`src/design/ordered_list_insert_erase_assert.svh`:
```
// Assertion macros shared by the ordered list modules.
`ifndef ORDERED_LIST_INSERT_ERASE_ASSERT_SVH
`define ORDERED_LIST_INSERT_ERASE_ASSERT_SVH

`ifndef SYNTHESIS

`define OLIE_ASSERT_NOW(name, clk, rst, ante, cons) \
   name: assert property (@(posedge clk) disable iff (rst) (ante) |-> (cons)) \
      else $error("ordered list assertion failed");

`define OLIE_ASSERT_NEXT(name, clk, rst, ante, cons) \
   name: assert property (@(posedge clk) disable iff (rst) (ante) |=> (cons)) \
      else $error("ordered list assertion failed");

`else

`define OLIE_ASSERT_NOW(name, clk, rst, ante, cons)

`define OLIE_ASSERT_NEXT(name, clk, rst, ante, cons)

`endif

`endif

```
`src/design/olie_pkg.sv`:
```
// Types, constants and command/status structs of the ordered list.
`default_nettype none

package olie_pkg;

   localparam int CAPACITY    = 64;
   localparam int ADDR_W      = (CAPACITY > 1) ? $clog2(CAPACITY) : 1;
   localparam int CNT_W       = $clog2(CAPACITY + 1);
   localparam int OPCODE_W    = 3;
   localparam int POS_W       = 7;
   localparam int DATA_W      = 32;
   localparam int STATUS_W    = 2;
   localparam int COUNT_OUT_W = 7;
   localparam int CMP_W       = (CNT_W > POS_W) ? CNT_W : POS_W;

   typedef enum logic [OPCODE_W-1:0] {
      OP_APPEND = 3'd0,
      OP_POP    = 3'd1,
      OP_INSERT = 3'd2,
      OP_ERASE  = 3'd3,
      OP_READ   = 3'd4,
      OP_WRITE  = 3'd5
   } op_type;

   typedef enum logic [STATUS_W-1:0] {
      ST_OK    = 2'd0,
      ST_RANGE = 2'd1,
      ST_FULL  = 2'd2
   } status_type;

   typedef enum logic [2:0] {
      S_IDLE,
      S_EXEC,
      S_SHIFT_RD,
      S_SHIFT_WR,
      S_READ,
      S_RESP
   } state_type;

   typedef enum logic [1:0] {
      WR_COUNT_VAL,
      WR_POS_VAL,
      WR_CUR_SHIFT
   } wr_sel_type;

   typedef enum logic [1:0] {
      RD_POS,
      RD_CUR_DN,
      RD_CUR_UP
   } rd_sel_type;

   typedef enum logic [1:0] {
      CNT_HOLD,
      CNT_INC,
      CNT_DEC
   } cnt_op_type;

   typedef enum logic [2:0] {
      CUR_HOLD,
      CUR_LOAD_COUNT,
      CUR_LOAD_POS,
      CUR_INC,
      CUR_DEC
   } cur_op_type;

   typedef struct packed {
      logic       load_req;
      cur_op_type cur_op;
      logic       mem_wr;
      wr_sel_type wr_sel;
      logic       mem_rd;
      rd_sel_type rd_sel;
      cnt_op_type cnt_op;
      logic       rsp_load;
      status_type rsp_status;
      logic       rsp_use_rd;
   } cmd_type;

   typedef struct packed {
      op_type op;
      logic   full;
      logic   empty;
      logic   pos_gt_cnt;
      logic   pos_ge_cnt;
      logic   cur_at_pos;
      logic   cur_at_last;
   } stat_type;

endpackage

`default_nettype wire

```
`src/design/olie_req_if.sv`:
```
// Request channel interface: opcode, position and value beats.
`default_nettype none

interface olie_req_if;
   import olie_pkg::*;

   logic                       valid;
   logic                       ready;
   logic [OPCODE_W-1:0]        opcode;
   logic [POS_W-1:0]           position;
   logic signed [DATA_W-1:0]   value;

   modport source (output valid, output opcode, output position, output value, input ready);
   modport sink   (input valid, input opcode, input position, input value, output ready);
endinterface

`default_nettype wire

```
`src/design/olie_rsp_if.sv`:
```
// Response channel interface: read data, entry count and status beats.
`default_nettype none

interface olie_rsp_if;
   import olie_pkg::*;

   logic                       valid;
   logic                       ready;
   logic signed [DATA_W-1:0]   read_data;
   logic [COUNT_OUT_W-1:0]     entry_count;
   logic [STATUS_W-1:0]        status;

   modport source (output valid, output read_data, output entry_count, output status,
                   input ready);
   modport sink   (input valid, input read_data, input entry_count, input status,
                   output ready);
endinterface

`default_nettype wire

```
`src/design/olie_dp.sv`:
```
// Datapath of the ordered list: entry memory, count, cursor and response registers.
`default_nettype none

`include "ordered_list_insert_erase_assert.svh"

module olie_dp (
   input  logic                              clock,
   input  logic                              reset,
   input  olie_pkg::cmd_type                 cmd,
   output olie_pkg::stat_type                stat,
   input  logic [olie_pkg::OPCODE_W-1:0]     req_opcode,
   input  logic [olie_pkg::POS_W-1:0]        req_position,
   input  logic signed [olie_pkg::DATA_W-1:0] req_value,
   output logic signed [olie_pkg::DATA_W-1:0] rsp_read_data,
   output logic [olie_pkg::COUNT_OUT_W-1:0]  rsp_entry_count,
   output logic [olie_pkg::STATUS_W-1:0]     rsp_status
);
   import olie_pkg::*;

   logic [DATA_W-1:0]      entry_mem [CAPACITY];
   logic [DATA_W-1:0]      mem_q_ff;

   op_type                 op_ff;
   logic [POS_W-1:0]       pos_ff;
   logic [DATA_W-1:0]      val_ff;
   logic [CNT_W-1:0]       count_ff, count_in;
   logic [CNT_W-1:0]       cursor_ff, cursor_in;
   logic [DATA_W-1:0]      rsp_data_ff;
   logic [COUNT_OUT_W-1:0] rsp_count_ff;
   status_type             rsp_status_ff;

   logic [ADDR_W-1:0]      wr_addr;
   logic [DATA_W-1:0]      wr_data;
   logic [ADDR_W-1:0]      rd_addr;
   logic [CMP_W-1:0]       pos_cmp;
   logic [CMP_W-1:0]       cnt_cmp;

   always_comb begin
      pos_cmp = CMP_W'(pos_ff);
      cnt_cmp = CMP_W'(count_ff);

      stat.op          = op_ff;
      stat.full        = (count_ff == CNT_W'(CAPACITY));
      stat.empty       = (count_ff == '0);
      stat.pos_gt_cnt  = (pos_cmp > cnt_cmp);
      stat.pos_ge_cnt  = (pos_cmp >= cnt_cmp);
      stat.cur_at_pos  = (CMP_W'(cursor_ff) == pos_cmp);
      stat.cur_at_last = ((cursor_ff + CNT_W'(1)) == count_ff);

      case (cmd.cnt_op)
         CNT_INC: count_in = count_ff + CNT_W'(1);
         CNT_DEC: count_in = count_ff - CNT_W'(1);
         default: count_in = count_ff;
      endcase

      case (cmd.cur_op)
         CUR_LOAD_COUNT: cursor_in = count_ff;
         CUR_LOAD_POS:   cursor_in = CNT_W'(pos_ff);
         CUR_INC:        cursor_in = cursor_ff + CNT_W'(1);
         CUR_DEC:        cursor_in = cursor_ff - CNT_W'(1);
         default:        cursor_in = cursor_ff;
      endcase

      case (cmd.wr_sel)
         WR_COUNT_VAL: begin
            wr_addr = ADDR_W'(count_ff);
            wr_data = val_ff;
         end
         WR_POS_VAL: begin
            wr_addr = ADDR_W'(pos_ff);
            wr_data = val_ff;
         end
         WR_CUR_SHIFT: begin
            wr_addr = ADDR_W'(cursor_ff);
            wr_data = mem_q_ff;
         end
         default: begin
            wr_addr = ADDR_W'(cursor_ff);
            wr_data = mem_q_ff;
         end
      endcase

      case (cmd.rd_sel)
         RD_POS:    rd_addr = ADDR_W'(pos_ff);
         RD_CUR_DN: rd_addr = ADDR_W'(cursor_ff - CNT_W'(1));
         RD_CUR_UP: rd_addr = ADDR_W'(cursor_ff + CNT_W'(1));
         default:   rd_addr = ADDR_W'(pos_ff);
      endcase
   end

   always_ff @(posedge clock) begin
      if (cmd.mem_wr) begin
         entry_mem[wr_addr] <= wr_data;
      end
      if (cmd.mem_rd) begin
         mem_q_ff <= entry_mem[rd_addr];
      end
   end

   always_ff @(posedge clock) begin
      if (cmd.load_req) begin
         op_ff  <= op_type'(req_opcode);
         pos_ff <= req_position;
         val_ff <= req_value;
      end
      cursor_ff <= cursor_in;
      if (cmd.rsp_load) begin
         rsp_data_ff   <= cmd.rsp_use_rd ? mem_q_ff : '0;
         rsp_count_ff  <= COUNT_OUT_W'(count_in);
         rsp_status_ff <= cmd.rsp_status;
      end
   end

   always_ff @(posedge clock) begin
      if (reset) begin
         count_ff <= '0;
      end else begin
         count_ff <= count_in;
      end
   end

   assign rsp_read_data   = rsp_data_ff;
   assign rsp_entry_count = rsp_count_ff;
   assign rsp_status      = rsp_status_ff;

   `OLIE_ASSERT_NOW(a_inc_not_full, clock, reset, cmd.cnt_op == CNT_INC,
                    count_ff != CNT_W'(CAPACITY))
   `OLIE_ASSERT_NOW(a_dec_not_empty, clock, reset, cmd.cnt_op == CNT_DEC, count_ff != '0)
   `OLIE_ASSERT_NOW(a_count_bound, clock, reset, 1'b1, count_ff <= CNT_W'(CAPACITY))

endmodule

`default_nettype wire

```
`src/design/olie_ctrl.sv`:
```
// Controller state machine of the ordered list.
`default_nettype none

`include "ordered_list_insert_erase_assert.svh"

module olie_ctrl (
   input  logic               clock,
   input  logic               reset,
   input  logic               req_valid,
   output logic               req_ready,
   output logic               rsp_valid,
   input  logic               rsp_ready,
   input  olie_pkg::stat_type stat,
   output olie_pkg::cmd_type  cmd
);
   import olie_pkg::*;

   state_type state_ff, state_in;

   always_ff @(posedge clock) begin
      if (reset) begin
         state_ff <= S_IDLE;
      end else begin
         state_ff <= state_in;
      end
   end

   always_comb begin
      state_in  = state_ff;
      cmd       = '0;
      req_ready = 1'b0;
      rsp_valid = 1'b0;

      case (state_ff)
         S_IDLE: begin
            req_ready = 1'b1;
            if (req_valid) begin
               cmd.load_req = 1'b1;
               state_in     = S_EXEC;
            end
         end

         S_EXEC: begin
            case (stat.op)
               OP_APPEND: begin
                  cmd.rsp_load = 1'b1;
                  state_in     = S_RESP;
                  if (stat.full) begin
                     cmd.rsp_status = ST_FULL;
                  end else begin
                     cmd.mem_wr     = 1'b1;
                     cmd.wr_sel     = WR_COUNT_VAL;
                     cmd.cnt_op     = CNT_INC;
                     cmd.rsp_status = ST_OK;
                  end
               end
               OP_POP: begin
                  cmd.rsp_load   = 1'b1;
                  cmd.rsp_status = ST_OK;
                  state_in       = S_RESP;
                  if (!stat.empty) begin
                     cmd.cnt_op = CNT_DEC;
                  end
               end
               OP_INSERT: begin
                  if (stat.pos_gt_cnt) begin
                     cmd.rsp_load   = 1'b1;
                     cmd.rsp_status = ST_RANGE;
                     state_in       = S_RESP;
                  end else if (stat.full) begin
                     cmd.rsp_load   = 1'b1;
                     cmd.rsp_status = ST_FULL;
                     state_in       = S_RESP;
                  end else begin
                     cmd.cur_op = CUR_LOAD_COUNT;
                     state_in   = S_SHIFT_RD;
                  end
               end
               OP_ERASE: begin
                  if (stat.pos_ge_cnt) begin
                     cmd.rsp_load   = 1'b1;
                     cmd.rsp_status = ST_RANGE;
                     state_in       = S_RESP;
                  end else begin
                     cmd.cur_op = CUR_LOAD_POS;
                     state_in   = S_SHIFT_RD;
                  end
               end
               OP_READ: begin
                  if (stat.pos_ge_cnt) begin
                     cmd.rsp_load   = 1'b1;
                     cmd.rsp_status = ST_RANGE;
                     state_in       = S_RESP;
                  end else begin
                     cmd.mem_rd = 1'b1;
                     cmd.rd_sel = RD_POS;
                     state_in   = S_READ;
                  end
               end
               OP_WRITE: begin
                  cmd.rsp_load = 1'b1;
                  state_in     = S_RESP;
                  if (stat.pos_ge_cnt) begin
                     cmd.rsp_status = ST_RANGE;
                  end else begin
                     cmd.mem_wr     = 1'b1;
                     cmd.wr_sel     = WR_POS_VAL;
                     cmd.rsp_status = ST_OK;
                  end
               end
               default: begin
                  cmd.rsp_load   = 1'b1;
                  cmd.rsp_status = ST_OK;
                  state_in       = S_RESP;
               end
            endcase
         end

         S_SHIFT_RD: begin
            if (stat.op == OP_INSERT) begin
               if (stat.cur_at_pos) begin
                  cmd.mem_wr     = 1'b1;
                  cmd.wr_sel     = WR_POS_VAL;
                  cmd.cnt_op     = CNT_INC;
                  cmd.rsp_load   = 1'b1;
                  cmd.rsp_status = ST_OK;
                  state_in       = S_RESP;
               end else begin
                  cmd.mem_rd = 1'b1;
                  cmd.rd_sel = RD_CUR_DN;
                  state_in   = S_SHIFT_WR;
               end
            end else begin
               if (stat.cur_at_last) begin
                  cmd.cnt_op     = CNT_DEC;
                  cmd.rsp_load   = 1'b1;
                  cmd.rsp_status = ST_OK;
                  state_in       = S_RESP;
               end else begin
                  cmd.mem_rd = 1'b1;
                  cmd.rd_sel = RD_CUR_UP;
                  state_in   = S_SHIFT_WR;
               end
            end
         end

         S_SHIFT_WR: begin
            cmd.mem_wr = 1'b1;
            cmd.wr_sel = WR_CUR_SHIFT;
            cmd.cur_op = (stat.op == OP_INSERT) ? CUR_DEC : CUR_INC;
            state_in   = S_SHIFT_RD;
         end

         S_READ: begin
            cmd.rsp_load   = 1'b1;
            cmd.rsp_use_rd = 1'b1;
            cmd.rsp_status = ST_OK;
            state_in       = S_RESP;
         end

         S_RESP: begin
            rsp_valid = 1'b1;
            if (rsp_ready) begin
               req_ready = 1'b1;
               if (req_valid) begin
                  cmd.load_req = 1'b1;
                  state_in     = S_EXEC;
               end else begin
                  state_in = S_IDLE;
               end
            end
         end

         default: begin
            state_in = S_IDLE;
         end
      endcase
   end

   `OLIE_ASSERT_NOW(a_rd_wr_exclusive, clock, reset, cmd.mem_wr, !cmd.mem_rd)
   `OLIE_ASSERT_NOW(a_read_follows_fetch, clock, reset, state_ff == S_READ,
                    $past(cmd.mem_rd) && $past(state_ff) == S_EXEC)
   `OLIE_ASSERT_NEXT(a_accept_starts_exec, clock, reset, cmd.load_req, state_ff == S_EXEC)

endmodule

`default_nettype wire

```
`src/design/ordered_list_insert_erase.sv`:
```
// Ordered list top level: wires the controller and datapath to the channels.
// Append, remove last, write and rejected requests go from execute straight to response;
// read passes a memory read state first; insert or erase alternate shift read and shift
// write states per moved entry: one memory read and one write through one RAM port pair.
// One request at a time; the next request beat is taken on the response beat.
// Synchronous reset empties the list and idles the controller; entry memory is not cleared.
`default_nettype none

module ordered_list_insert_erase (
   input  logic        clock,
   input  logic        reset,
   olie_req_if.sink    req_chan,
   olie_rsp_if.source  rsp_chan
);
   import olie_pkg::*;

   cmd_type  cmd;
   stat_type stat;

   olie_ctrl u_ctrl (
      .clock     (clock),
      .reset     (reset),
      .req_valid (req_chan.valid),
      .req_ready (req_chan.ready),
      .rsp_valid (rsp_chan.valid),
      .rsp_ready (rsp_chan.ready),
      .stat      (stat),
      .cmd       (cmd)
   );

   olie_dp u_dp (
      .clock           (clock),
      .reset           (reset),
      .cmd             (cmd),
      .stat            (stat),
      .req_opcode      (req_chan.opcode),
      .req_position    (req_chan.position),
      .req_value       (req_chan.value),
      .rsp_read_data   (rsp_chan.read_data),
      .rsp_entry_count (rsp_chan.entry_count),
      .rsp_status      (rsp_chan.status)
   );

endmodule

`default_nettype wire

```
`src/flat_wrapper.sv`:
```
// flat-port wrapper written by rule: the top's interface ports become plain ports
module ordered_list_insert_erase_flat import olie_pkg::*;
  (clock, reset, req_chan_valid, req_chan_opcode, req_chan_position, req_chan_value, req_chan_ready, rsp_chan_valid, rsp_chan_read_data, rsp_chan_entry_count, rsp_chan_status, rsp_chan_ready);
  olie_req_if req_chan_i ();
  olie_rsp_if rsp_chan_i ();
  input  logic clock;
  input  logic reset;
  input wire logic [$bits(req_chan_i.valid)-1:0] req_chan_valid;
  input wire logic [$bits(req_chan_i.opcode)-1:0] req_chan_opcode;
  input wire logic [$bits(req_chan_i.position)-1:0] req_chan_position;
  input wire logic [$bits(req_chan_i.value)-1:0] req_chan_value;
  output wire logic [$bits(req_chan_i.ready)-1:0] req_chan_ready;
  output wire logic [$bits(rsp_chan_i.valid)-1:0] rsp_chan_valid;
  output wire logic [$bits(rsp_chan_i.read_data)-1:0] rsp_chan_read_data;
  output wire logic [$bits(rsp_chan_i.entry_count)-1:0] rsp_chan_entry_count;
  output wire logic [$bits(rsp_chan_i.status)-1:0] rsp_chan_status;
  input wire logic [$bits(rsp_chan_i.ready)-1:0] rsp_chan_ready;
  assign req_chan_i.valid = req_chan_valid;
  assign req_chan_i.opcode = req_chan_opcode;
  assign req_chan_i.position = req_chan_position;
  assign req_chan_i.value = req_chan_value;
  assign req_chan_ready = req_chan_i.ready;
  assign rsp_chan_valid = rsp_chan_i.valid;
  assign rsp_chan_read_data = rsp_chan_i.read_data;
  assign rsp_chan_entry_count = rsp_chan_i.entry_count;
  assign rsp_chan_status = rsp_chan_i.status;
  assign rsp_chan_i.ready = rsp_chan_ready;
  ordered_list_insert_erase u_core (.clock(clock), .reset(reset), .req_chan(req_chan_i), .rsp_chan(rsp_chan_i));
endmodule
```
`config.mk`:
```
export PLATFORM = sky130hd
export DESIGN_NAME = ordered_list_insert_erase_flat
export DESIGN_NICKNAME = d
export VERILOG_FILES = /design/src/design/olie_pkg.sv /design/src/design/olie_req_if.sv /design/src/design/olie_rsp_if.sv /design/src/design/olie_dp.sv /design/src/design/olie_ctrl.sv /design/src/design/ordered_list_insert_erase.sv /design/src/flat_wrapper.sv
export VERILOG_INCLUDE_DIRS = /design/src /design/src/design
export SDC_FILE = /design/constraint.sdc
export NUM_CORES = 2
export LEC_CHECK = 0
export BUFFER_PORTS_ARGS = -buffer_cell sky130_fd_sc_hd__buf_2
export CAP_MARGIN = 20
export CORE_UTILIZATION = 55
export DETAILED_ROUTE_END_ITERATION = 8
export PLACE_DENSITY = 0.71
export SYNTH_ARGS = -nofsm -noshare
export SYNTH_HDL_FRONTEND = slang
export SYNTH_SLANG_ARGS = --single-unit
export TNS_END_PERCENT = 10
```
`constraint.sdc`:
```
create_clock -name clock -period 7.2 [get_ports clock]
set_input_delay 1.08 -clock clock [delete_from_list [all_inputs] [get_ports clock]]
set_output_delay 1.08 -clock clock [all_outputs]
set_load 0.03 [all_outputs]
```
# Word level (Yosys, flattened, before mapping)
# Memory sizes are Yosys's and may differ from the RTL's. A register that Yosys moved wholly into a read port is not among the register bits.
# Index checks and enable logic that the tools add are counted.
# Widths: inputs -> output; s select.
[op_classes]
bitwise_logic = 0
mul = 0
n_mux = 56
reduce_logical = 8
n_div = 0
magnitude_cmp = 2
n_shift = 0
addsub = 4
eq_ne = 24
[op_table]
columns = ["op", "n"]
rows = [
  ["$mux 3", 20],
  ["$mux 32", 1],
  ["$pmux 7 s4", 1],
  ["$pmux 3 s3", 3],
  ["$pmux 6 s2", 2],
  ["$eq 3x2->1 const B", 6],
  ["$pmux 3 s6", 1],
  ["$eq 3x3->1 const B", 5],
  ["$add 7x1->7 const B", 2],
  ["$eq 7x7->1", 2],
  ["$pmux 7 s2", 1],
  ["$sub 7x1->7 const B", 2],
  ["$mux 1", 13],
  ["$pmux 3 s2", 2],
  ["$pmux 3 s4", 1],
  ["$pmux 5 s2", 1],
  ["$eq 3x1->1 const B", 3],
  ["$mux 8", 1],
  ["$pmux 2 s2", 2],
  ["$eq 7x7->1 const B", 1],
  ["$ge 7x7->1", 1],
  ["$gt 7x7->1", 1],
  ["$logic_not 7->1", 1],
  ["$eq 2x1->1 const B", 3],
  ["11 further kinds", 18],
]
[word_totals]
latchBits = 0
elab_cells = 104
ramBits = 2048
rom_bits = 0
out_inout_bits = 43
inputBits = 46
regBits = 100
memories = 1
[memory_table]
columns = ["memory", "words", "width", "read_ports", "rd_clocked_by_memory_dff", "wr", "line", "source"]
rows = [
  ["u_core.u_dp.entry_mem", 64, 32, 1, 1, 1, "olie_dp.sv:20", "logic [DATA_W-1:0] entry_mem [CAPACITY];"],
]

# Longest topological paths before layout
[depth]
word_depth = 7
depth_mapped = 23
mapped_depth_nobuf = 18

# By module
# Synthesis repeated with hierarchy kept, for this count alone.
[hier_totals]
hier_cells = 4360
hier_area_um2 = 85440.7
[modules_own_cells]
columns = ["module", "seq_area_each_um2", "instances", "cells_each", "area_per_inst_um2"]
rows = [
  ["olie_dp", 65302.6, 1, 4289, 84935.2],
  ["olie_ctrl", 60.1, 1, 71, 505.5],
]

# Worst setup path after synthesis
# Ideal clock, no wire load.
[synth_timing]
kind = "register to register"
startpoint = "register u_core.u_dp.count_ff[1] (netlist: u_core.u_dp.cnt_cmp[1])"
endpoint = "register u_core.u_dp.rsp_count_ff[0] (netlist: u_core.u_dp.rsp_entry_count[0]) (enable)"
path_stages_with_launch = 11
arrival_ns = 4.514
setup_slack_ns = 2.189
synth_period_minus_slack_ns = 5.011
n_path_buf = 0
t_required_ns = 6.704
setup_time_ns = 0.496
cell_sequence = "dfxtp_1 inv_1 ha_1 nor2b_1 o21a_1 o21a_1 o21ai_0 a22o_1 nand2_1 nand2_1 o21ai_0"
[synth_rtl]
columns = ["element", "line", "source"]
rows = [
  ["from (decl)", "olie_dp.sv:26", "logic [CNT_W-1:0] count_ff, count_in;"],
  ["from (signal assigned)", "olie_dp.sv:118", "count_ff <= count_in;"],
  ["to (signal assigned)", "olie_dp.sv:109", "rsp_count_ff <= COUNT_OUT_W'(count_in);"],
  ["to (decl)", "olie_dp.sv:29", "logic [COUNT_OUT_W-1:0] rsp_count_ff;"],
]

# Final worst setup path
[layout_timing]
startpoint = "register u_core.u_dp.cursor_ff[0]"
endpoint = "register u_core.u_dp.mem_q_ff[28] (read register of u_core.u_dp.entry_mem), data pin"
[layout_via]
elab_chain_len = 7
word_cells_on_any_way = 11
cone_classes = "add/sub: 2; eq/ne: 4; mux: 5"
[layout_lines]
columns = ["element", "line", "source"]
rows = [
  ["from (decl)", "olie_dp.sv:27", "logic [CNT_W-1:0] cursor_ff, cursor_in;"],
  ["from (signal assigned)", "olie_dp.sv:106", "cursor_ff <= cursor_in;"],
  ["$add 7x1->7", "olie_dp.sv:86", "RD_CUR_UP: rd_addr = ADDR_W'(cursor_ff + CNT_W'(1));"],
  ["$eq 7x7->1", "olie_dp.sv:48", "stat.cur_at_last = ((cursor_ff + CNT_W'(1)) == count_ff);"],
  ["$mux 3", "olie_ctrl.sv:134", "if (stat.cur_at_last) begin"],
  ["$mux 8", "olie_ctrl.sv:120", "if (stat.op == OP_INSERT) begin"],
  ["$pmux 5 s2", "olie_ctrl.sv:34", "case (state_ff)"],
  ["$eq 2x2->1 or $eq 2x1->1 (tied branches)", "olie_dp.sv:83", "case (cmd.rd_sel)"],
  ["$pmux 6 s2", "olie_dp.sv:83", ""],
  ["to (decl)", "olie_dp.sv:21", "logic [DATA_W-1:0] mem_q_ff;"],
]
# Several ways; a longest one is shown, not always the timed one.
# A chain may end at the register's enable or synchronous reset.

==> reports/summary.txt <==
Run status - complete, no violations
Data required, critical path - 7910 ps
Core box area - 154000 um^2
Width of the die - 396 um
First-pass GRT wire length - 311000 um
Multi-input logic area - 19200 um^2
Clk buf depth - 3
Starting Density - 55.5%
Worst-path maximum fanout - 39
TritonCTS clock tree - built
Detailed-route wire length per cell - 31.0 um
#FFs+latches synth - 2180
DRC violations left - 0
Placer Congestion - 0.871
Setup slack after layout - 312 ps
Post-synth top flop - edfxtp_1
Gate Count Post-Synth - 4533
Peak supply drop - 0.000219 V
Clk_lat worst skew - 840 ps
Remaining antenna violation count - 0
Pin count of the biggest net entering global routing - 98
Detailed Place HPWL - 125000 um
Reg power frac - 53.3%
CP arrival - 7590 ps
Area growth syn-to-layout - 12.3%
Seq/Total Area, Yosys - 76.5%
Switching pwr - 6.01 mW
RSZ-0062 raised after global routing - no
Min Hold Slack - 415 ps
CTS H-tree lvls - 4
Crit path time final - 6890 ps
Register area - 65400 um^2
# port buffers - 88
Max_slew headroom - 11.8%
Adder-Cell Fraction of Synth Area - 0.272%
Vias per cell - 6.55
Post-synthesis cell area - 85400 um^2
Slew Viols, Final - 0
Simple-Gate Fraction of Synth Area - 6.57%
Critical Path Sink Type - flip-flop
Final Setup Violations - 0
Global Route Usage Sum - 27.6%
Drt first pass iters - 6
Clk root buf - clkbuf_16
Ports - 89
Pleak - 30.9 nW
Max cap viols - 0
CTS clk-pin slew, worst paths - 60 ps
YS warnings - 0
Ys async rst share - 0%
Initial antenna violation count - 4
Cts bufs inserted - 204
Largest family of logic cells by synthesized area - multiplexers
Kind of critical path - reg -> reg
Fin crit share - 95.7%
Die Footprint - 157000 um^2
Mux contribution to synthesized area - 12.0%
Grt ovf - 0
Rows - 144
Least-Margin Pin Slew - 1320 ps
Nets@finish - 4824
Clock power share - 38.8%
WL final - 216000 um
Vias in the first global route - 44300
CTS sink count - 2180
P per Cell Area - 278 nW/um^2
Synth Net Count - 4597
Placement Setup Slack - 331 ps
Combinational power share - 7.9%
Hold_buf cts - 0
Internal - 20.7 mW
Sw frac - 22.5%
Netlist cell types - 76
Peak Freq - 0.145 GHz
Syn avg cell area - 18.8 um^2
Number of DRC markers in iteration 0 - 6938
Vias - 45600
Synth Area in Compound Gates - 2.60%
Crit path launch type - flip-flop
Synth Area in XOR/XNOR - 0.297%
# fillers - 10300
Final hold violations - 0
DIE HEIGHT - 396 um
Number of synthesized flops with an enable pin - 2170
Final Skew - 23.0 ps
Setup_tns - 0 ps
Hold Path Class - in -> reg
Share of cells above drive strength 1 - 22.4%
[sequential cells by signal, indices dropped and copies added (netlist names)]
register and cells:
u_core.u_dp.rsp_read_data 32, u_core.u_dp.cnt_cmp 7, u_core.u_ctrl.state_ff 3, u_core.u_dp.rsp_entry_count 7, u_core.u_dp.op_ff 3, u_core.u_dp.cursor_ff 7
u_core.u_dp.pos_cmp 7, u_core.u_dp.entry_mem 2048, u_core.u_dp.val_ff 32, u_core.u_dp.mem_q_ff 32, u_core.u_dp.rsp_status 2
[synth_stat cells (all sizes together), types with 29 or more instances]
cell type     n  area [um^2]
nand2       703         2650
and3         68          425
nor2        128          518
nor3         31          155
and2         34          213
a311oi       34          333
mux4        417         9390
nand3       204         1020
edfxtp     2170        65200
buf         193         1200
mux2i        81          811
a31oi        29          196
a21oi        29          149
a32oi        29          254
clkbuf       61          229
[worst paths after layout]
path	cells after the start	startpoint	end	slack, ps
worst max register to register	17	u_core.u_dp.cursor_ff[0]	u_core.u_dp.mem_q_ff[28]	310
worst min-delay path	1	req_chan_value[12]	u_core.u_dp.val_ff[12]	420
worst max-delay path	17	u_core.u_dp.cursor_ff[0]	u_core.u_dp.mem_q_ff[28]	310
worst min register to register	1	u_core.u_dp.mem_q_ff[6]	u_core.u_dp.rsp_read_data[6]	570
[cell type report]
type,count,share of cell area (%)
repair buffers,275,2.55
well taps,2044,2.66
inverters,21,0.0821
diodes,2,0.00521
clock inverters,111,1.05
multi-input cells,2078,20.0
flip-flops and latches,2180,68.1
clock buffers,253,5.56
[power groups by stage]
stage / combinational, mW / sequential [mW] / clock, mW
after CTS: 2.04 / 14.2 / 10.4
after global routing: 2.23 / 14.2 / 10.9
after floorplan: 1.27 / 14.6 / 0
after global placement: 1.99 / 14.5 / 0
final: 2.11 / 14.2 / 10.4
after detailed placement: 2.03 / 14.5 / 0
[metrics by stage]
| stage | power (mW) | area (um^2) | std cells | util [%] |
|---|---|---|---|---|
| 2_1_floorplan | 15.8 | 85400 | 4533 | - |
| 3_3_place_gp | 16.5 | 89100 | 6566 | 57.8 |
| 3_5_place_dp | 16.5 | 89200 | 6573 | 57.9 |
| 4_1_cts | 26.7 | 95500 | 6937 | 62.0 |
| 5_1_grt | 27.4 | 96000 | 6962 | 62.3 |
| 6_report | 26.7 | 96000 | 6964 | 62.3 |
[per-layer routing]
layer	global-route usage, %	up-vias	part of all wire [%]
li1	-	18600	-
met1	40.2	23700	39
met2	42.6	2895	47
met3	5.86	362	11
met4	7.85	0	2.7
met5	0	-	0
[kinds of logic (layout without fill, tap and decap cells)]
logic type | count (synthesis) | in the layout
flip-flops | 2180 | 2180
adder cells (fa/ha/maj) | 18 | 18
other | 0 | 2
buffers and inverters | 275 | 660
AO/OA/AOI/OAI | 278 | 278
multiplexers | 501 | 501
XOR/XNOR | 29 | 29
AND/OR/NAND/NOR | 1252 | 1252
[placed cells by master, fill, tap and decap left out, drive strengths merged, types with 7 or more instances in the layout]
cell type / instances
nand3: 204
a32oi: 29
buf: 275
a221oi: 23
a311oi: 34
nor2b: 13
nor2: 128
nor4: 15
a21oi: 29
o31ai: 11
a22oi: 13
clkbuf: 253
mux4: 417
a22o: 9
dfxtp: 10
xnor2: 19
nor3: 31
a221o: 11
and2: 34
a32o: 10
or3: 7
ha: 17
inv: 27
and3: 68
a31oi: 29
o22ai: 19
xor2: 10
bufinv: 15
nand2: 703
a311o: 10
clkinv: 87
mux2i: 81
a21o: 11
edfxtp: 2170
o21ai: 20
nand4: 26
[worst max-delay path, cell delays in order (launching register included)]
cell and delay (ps):
edfxtp_1 710, inv_1 150, ha_1 390, xor2_1 170, nor4_1 320, nand4_1 170, nand2_1 160, ha_1 560
inv_1 310, o2111a_1 250, a311oi_4 940, buf_12 340, buf_12 300, mux4_2 230, nand2_1 50, a32o_1 310
a221oi_1 1020, and3_1 290
[what timing repair did]
action / CTS / global route
endpoints found under the setup margin: 0 / 1
gates resized for setup: 0 / 1
buffers inserted: 0 / 0
No activity file was read; power rests on OpenSTA's default activity.
